`src/hdl/ogru_ram.sv`:
```
`timescale 1ns / 1ps

module ogru_ram #(
   parameter int WIDTH = 8,
   parameter int DEPTH = 256
) (
   input  logic                     clock,
   input  logic                     wr_en,
   input  logic [$clog2(DEPTH)-1:0] wr_addr,
   input  logic [WIDTH-1:0]         wr_data,
   input  logic                     rd_en,
   input  logic [$clog2(DEPTH)-1:0] rd_addr,
   output logic [WIDTH-1:0]         rd_data
);

   logic [WIDTH-1:0] mem [DEPTH];
   logic [WIDTH-1:0] rd_data_ff;

   always_ff @(posedge clock) begin
      if (wr_en) begin
         mem[wr_addr] <= wr_data;
      end
      if (rd_en) begin
         rd_data_ff <= mem[rd_addr];
      end
   end

   assign rd_data = rd_data_ff;

endmodule

```
`config.mk`:
```
export PLATFORM = sky130hd
export DESIGN_NAME = ogru_ram
export DESIGN_NICKNAME = d
export VERILOG_FILES = /design/src/hdl/ogru_ram.sv
export SDC_FILE = /design/constraint.sdc
export NUM_CORES = 2
export LEC_CHECK = 0
export BUFFER_PORTS_ARGS = -buffer_cell sky130_fd_sc_hd__buf_4
export CAP_MARGIN = 10
export CORE_MARGIN = 1.5
export CORE_UTILIZATION = 66
export CTS_BUF_LIST = sky130_fd_sc_hd__clkbuf_4 sky130_fd_sc_hd__clkbuf_8
export CTS_CLUSTER_SIZE = 24
export DETAILED_ROUTE_END_ITERATION = 7
export GPL_TIMING_DRIVEN = 0
export PLACE_DENSITY_LB_ADDON = 0.3
export SLEW_MARGIN = 30
export SYNTH_ARGS = -nofsm -noshare
export SYNTH_HDL_FRONTEND = slang
export SYNTH_SLANG_ARGS = --single-unit
```
`constraint.sdc`:
```
create_clock -name clock -period 2.9 [get_ports clock]
set_clock_uncertainty 0.15 [all_clocks]
set_input_delay 0.29 -clock clock [delete_from_list [all_inputs] [get_ports clock]]
set_output_delay 0.29 -clock clock [all_outputs]
set_load 0.02 [all_outputs]
```
======== After elaboration in Yosys (flattened, before gate mapping) ========
Memories as Yosys holds them, arrays and structs flattened. A register that Yosys moved wholly into a read port is not among the register bits.
Cells that the tools add are included.
operators by class
  multiplexer cells ....................... 2
operators by type and width
  cell               number
  two-way mux 1 bit  2
word-level totals
  input port bits ......................... 27
  memories ................................ 1
  register bits ........................... 0
  output and inout port bits .............. 8
  memory bits (writable) .................. 2048
  logic and storage cells ................. 3
memory list
  memory  depth  bits a word  rd ports  clocked after memory_dff  write ports  line  RTL
  mem     256    8            1         1                         1            16    logic [WIDTH-1:0] mem [DEPTH];

======== Logic depth before layout (Yosys ltp) ========
  depth after elaboration ................. 2
  depth in mapped cells ................... 11
  gate-level depth less buffers ........... 6

======== Worst setup path before layout ========
Ideal clock, no wire load.
  path type ............................... in2reg
  start point ............................. input port rd_addr[0]
  end point ............................... register rd_data_ff[2] (netlist: rd_data[2]), read port of mem, data pin
  slack ................................... 384 ps
  arrival time ............................ 2097 ps
  cell stages on the path ................. 9
  data required time ...................... 2481 ps
  library setup time ...................... 269 ps
  cells stage by stage .................... buf_6 > buf_12 > buf_8 > buf_2 > mux4_2 > a22oi_1 > a21oi_1 > nor4_1 > nor4_2
RTL lines
  what             line  RTL
  start, declared  12    input logic [$clog2(DEPTH)-1:0] rd_addr,
  end, declared    17    logic [WIDTH-1:0] rd_data_ff;

==> impl_metrics.py <==
metrics = {
    "grt": {
        "grt_pass1_vias": 43000,
        "grt_first_pass_wirelength_um": 316000,
        "gr-usage-all-layers": 0.381,
        "antenna_found_initial": 20,
        "grt_max_degree": 125,
        "grt_overflow": 0,
    },
    "worst_setup_path": {
        "r2r_end": "rd_data[3]",
        "worstSetupEndpointType": "flip-flop",
        "reg2reg_depth": 6,
        "start_kind": "input port",
        "worstPathRequired_ns": 3.46,
        "crit_fanout": 10,
        "critPathKind": "input port to flip-flop",
        "rr_startpoint": "mem[82][3]",
        "cp.arrival_ns": 3.69,
        "reg2reg_slack_ns": -0.14,
    },
    "sta": {
        "relSlewSlack": 0.266,
        "fin_crit_ns": 3.13,
        "finalHoldViolations": 0,
        "maxClockFrequency_mhz": 319,
        "slew_viol_final": 0,
        "worst_slack_ns": -0.231,
        "setup_violations": 8,
        "post-route-period-util": 1.08,
        "tns_ns": -1.28,
        "rsz0062_at_grt": "yes",
        "tightest_slew_ns": 1.10,
    },
    "synth": {
        "synth_seq_cells": 2056,
        "yosys_warnings": 0,
        "synth_fp_nets": 3760,
        "synth_cell_type_count": 54,
        "synth_area_per_cell_um2": 21.3,
        "synth_top_area_share": 0.775,
        "synthCells": 3733,
        "synth.area.top_cells": "edfxtp_1 (78%), mux4_2 (13%), mux2i_1 (1.7%)",
        "syn_area_mm2": 0.0796,
        "synth_flop_cell": "edfxtp_1",
        "async_flop_share": 0,
        "synth_seq_area_share": 0.775,
        "synth-edff-count": 2056,
        "synth.largest_area_cell": "edfxtp_1",
    },
    "routing": {
        "num_vias": 43600,
        "vias_per_cell": 7.28,
        "wl_per_cell_um": 38.3,
        "route.detailed.drc": 1,
        "ant_nets": 0,
        "drtIter0Drc": 8528,
        "dr.pass1.iters": 8,
        "routed_wl_um": 229000,
    },
    "clock_tree": {
        "clk_latency_ns": 1.04,
        "clock_path_buffers": 4,
        "cts_htree_levels": 5,
        "numCtsBuffers": 326,
        "ctsRootBufferMaster": "clkbuf_8",
        "cts_setup_buffers": 0,
        "cts_sinks": 2056,
        "cts_tree": "yes",
        "cts.clk_slew.worst_paths_ns": 0.06,
    },
    "flow_run": {
        "drv_cap": 0,
    },
    "power": {
        "power.density_mw_per_mm2": 669,
        "power_mw": 59.9,
        "ir_drop_uv": 546,
        "leakagePower_nw": 28.1,
    },
    "final_layout": {
        "fillers": 6364,
        "nNetsFinal": 4170,
        "area_delta_synth_final_pct": 12.5,
        "multi_input_area_mm2": 0.0168,
        "layout_common_cells": "edfxtp_1 (2,056), mux4_2 (454), clkbuf_8 (332), nor2_1 (273), mux2i_1 (134)",
        "final_layout_size_suffix_gt1_frac": 0.277,
        "fin_util": 0.748,
        "final_common_cell": "edfxtp_1",
        "ff_latch_area_mm2": 0.0617,
    },
    "floorplanning": {
        "die_w_um": 350,
        "die-area_mm2": 0.123,
        "num_rows": 127,
        "ios": 35,
        "dieHeight_um": 350,
        "coreArea_mm2": 0.120,
        "start_util": 0.665,
    },
    "status": {
        "violations": "design-rule violations, negative setup slack",
        "status": "finished, violations left",
    },
    "worst_hold_path": {
        "hold_end": "mem[106][7]",
        "hp-start": "wr_data[7]",
        "hold_path_class": "input port to flip-flop",
        "hold_path_depth": 2,
    },
    "place": {
        "port_buffers": 27,
        "gp_congestion": 0.991,
        "hpwl_um": 153000,
    },
}
## how the worst max path moves through the flow
stage	slack [ns]	endpoint	startpoint	depth (start not counted)
finish	-0.23	rd_data[4]	rd_addr[1]	9
global route	-0.08	rd_data[2]	rd_addr[2]	9
CTS	0.008	rd_data[7]	rd_addr[1]	10
detailed placement	-1.81	rd_data[4]	rd_addr[3]	9
global placement	-2.50	rd_data[4]	rd_addr[2]	9
floorplan	0.38	rd_data[2]	rd_addr[0]	9
## synthesized netlist by cell type, types with 2 or more instances
cell and count:
mux4_2 454, o22a_1 5, a22o_1 8, a221oi_1 13, o32ai_1 4, a22oi_1 133
buf_4 27, o221ai_1 46, o211ai_1 10, nor2b_1 31, a211oi_1 16, a311oi_1 2
clkbuf_1 111, nand3_1 34, mux2i_1 134, a2111oi_1 2, buf_8 13, nor3_1 22
nor4_2 3, o22ai_1 28, a21oi_1 96, nand4_1 10, buf_12 8, buf_2 31
edfxtp_1 2056, buf_6 21, a2111oi_0 2, nor4_1 24, o21ai_0 10, nand2_1 33
buf_1 22, and2_1 6, or2_2 4, nand2b_1 8, and3b_1 2, nand3b_1 2
nor2_1 282, a31oi_1 2, mux4_1 2, o21ai_1 2
## cell type report
class | instances | share of cell area
flip-flops and latches | 2056 | 0.689
multi-input cells | 1442 | 0.187
clock buffers | 429 | 0.0591
well taps | 1612 | 0.0225
plain buffers | 232 | 0.0176
repair buffers | 83 | 0.0164
clock inverters | 114 | 0.00773
diodes | 17 | 0.000475
inverters | 2 | 0.0000838
## routing by layer
layer / share of wire / GRT usage
met1: 0.32 / 0.497
met2: 0.44 / 0.544
met3: 0.16 / 0.146
met4: 0.076 / 0.249
met5: 0.00038 / 0
## repair_timing
item / CTS / global route
endpoints found under the hold margin: 1860 / 0
hold buffers: 18 / 0
resized for setup: 63 / 42
pin swaps: 0 / 1
cloned: 0 / 0
setup endpoints to repair: 8 / 8
## report_power, final
part | leakage, nW | internal, mW | switching (mW)
clock | 3.17 | 12.5 | 11.0
sequential | 18.5 | 32.8 | 0.0196
combinational | 6.45 | 1.17 | 2.46
total | 28.1 | 46.5 | 13.5
## sequential cells by signal, indices dropped and copies added, names as in the netlist
| signal | flops |
|---|---|
| mem | 2048 |
| rd_data | 8 |
## worst max-delay path, cell delays in order
cell and delay [ns]:
buf_2 0.17, buf_4 0.39, buf_2 0.45, buf_4 0.43, mux4_2 0.38, o211ai_1 0.32
nand3_1 0.28, nor4_4 0.72, nor4_2 0.19
## per-stage QoR
| stage | hold WS [ns] | worst slack [ns] | cells | area [um^2] |
|---|---|---|---|---|
| CTS | 0.000823 | 0.00780 | 5971 | 89500 |
| floorplan | 0.239 | 0.384 | 3733 | 79600 |
| finish | 0.0521 | -0.231 | 5987 | 89600 |
| global route | 0.0585 | -0.0837 | 5977 | 89600 |
| global placement | 0.419 | -2.50 | 5372 | 81900 |
| detailed placement | 0.424 | -1.81 | 5410 | 83000 |
## cell families after synthesis
group	after synthesis	synth area share
and+or+nand+nor	466	0.0263
DFF	2056	0.775
muxes	591	0.146
AOI/OAI and AO/OA	385	0.0342
buffers and inverters	235	0.0183
(Power assumes the default switching activity.)
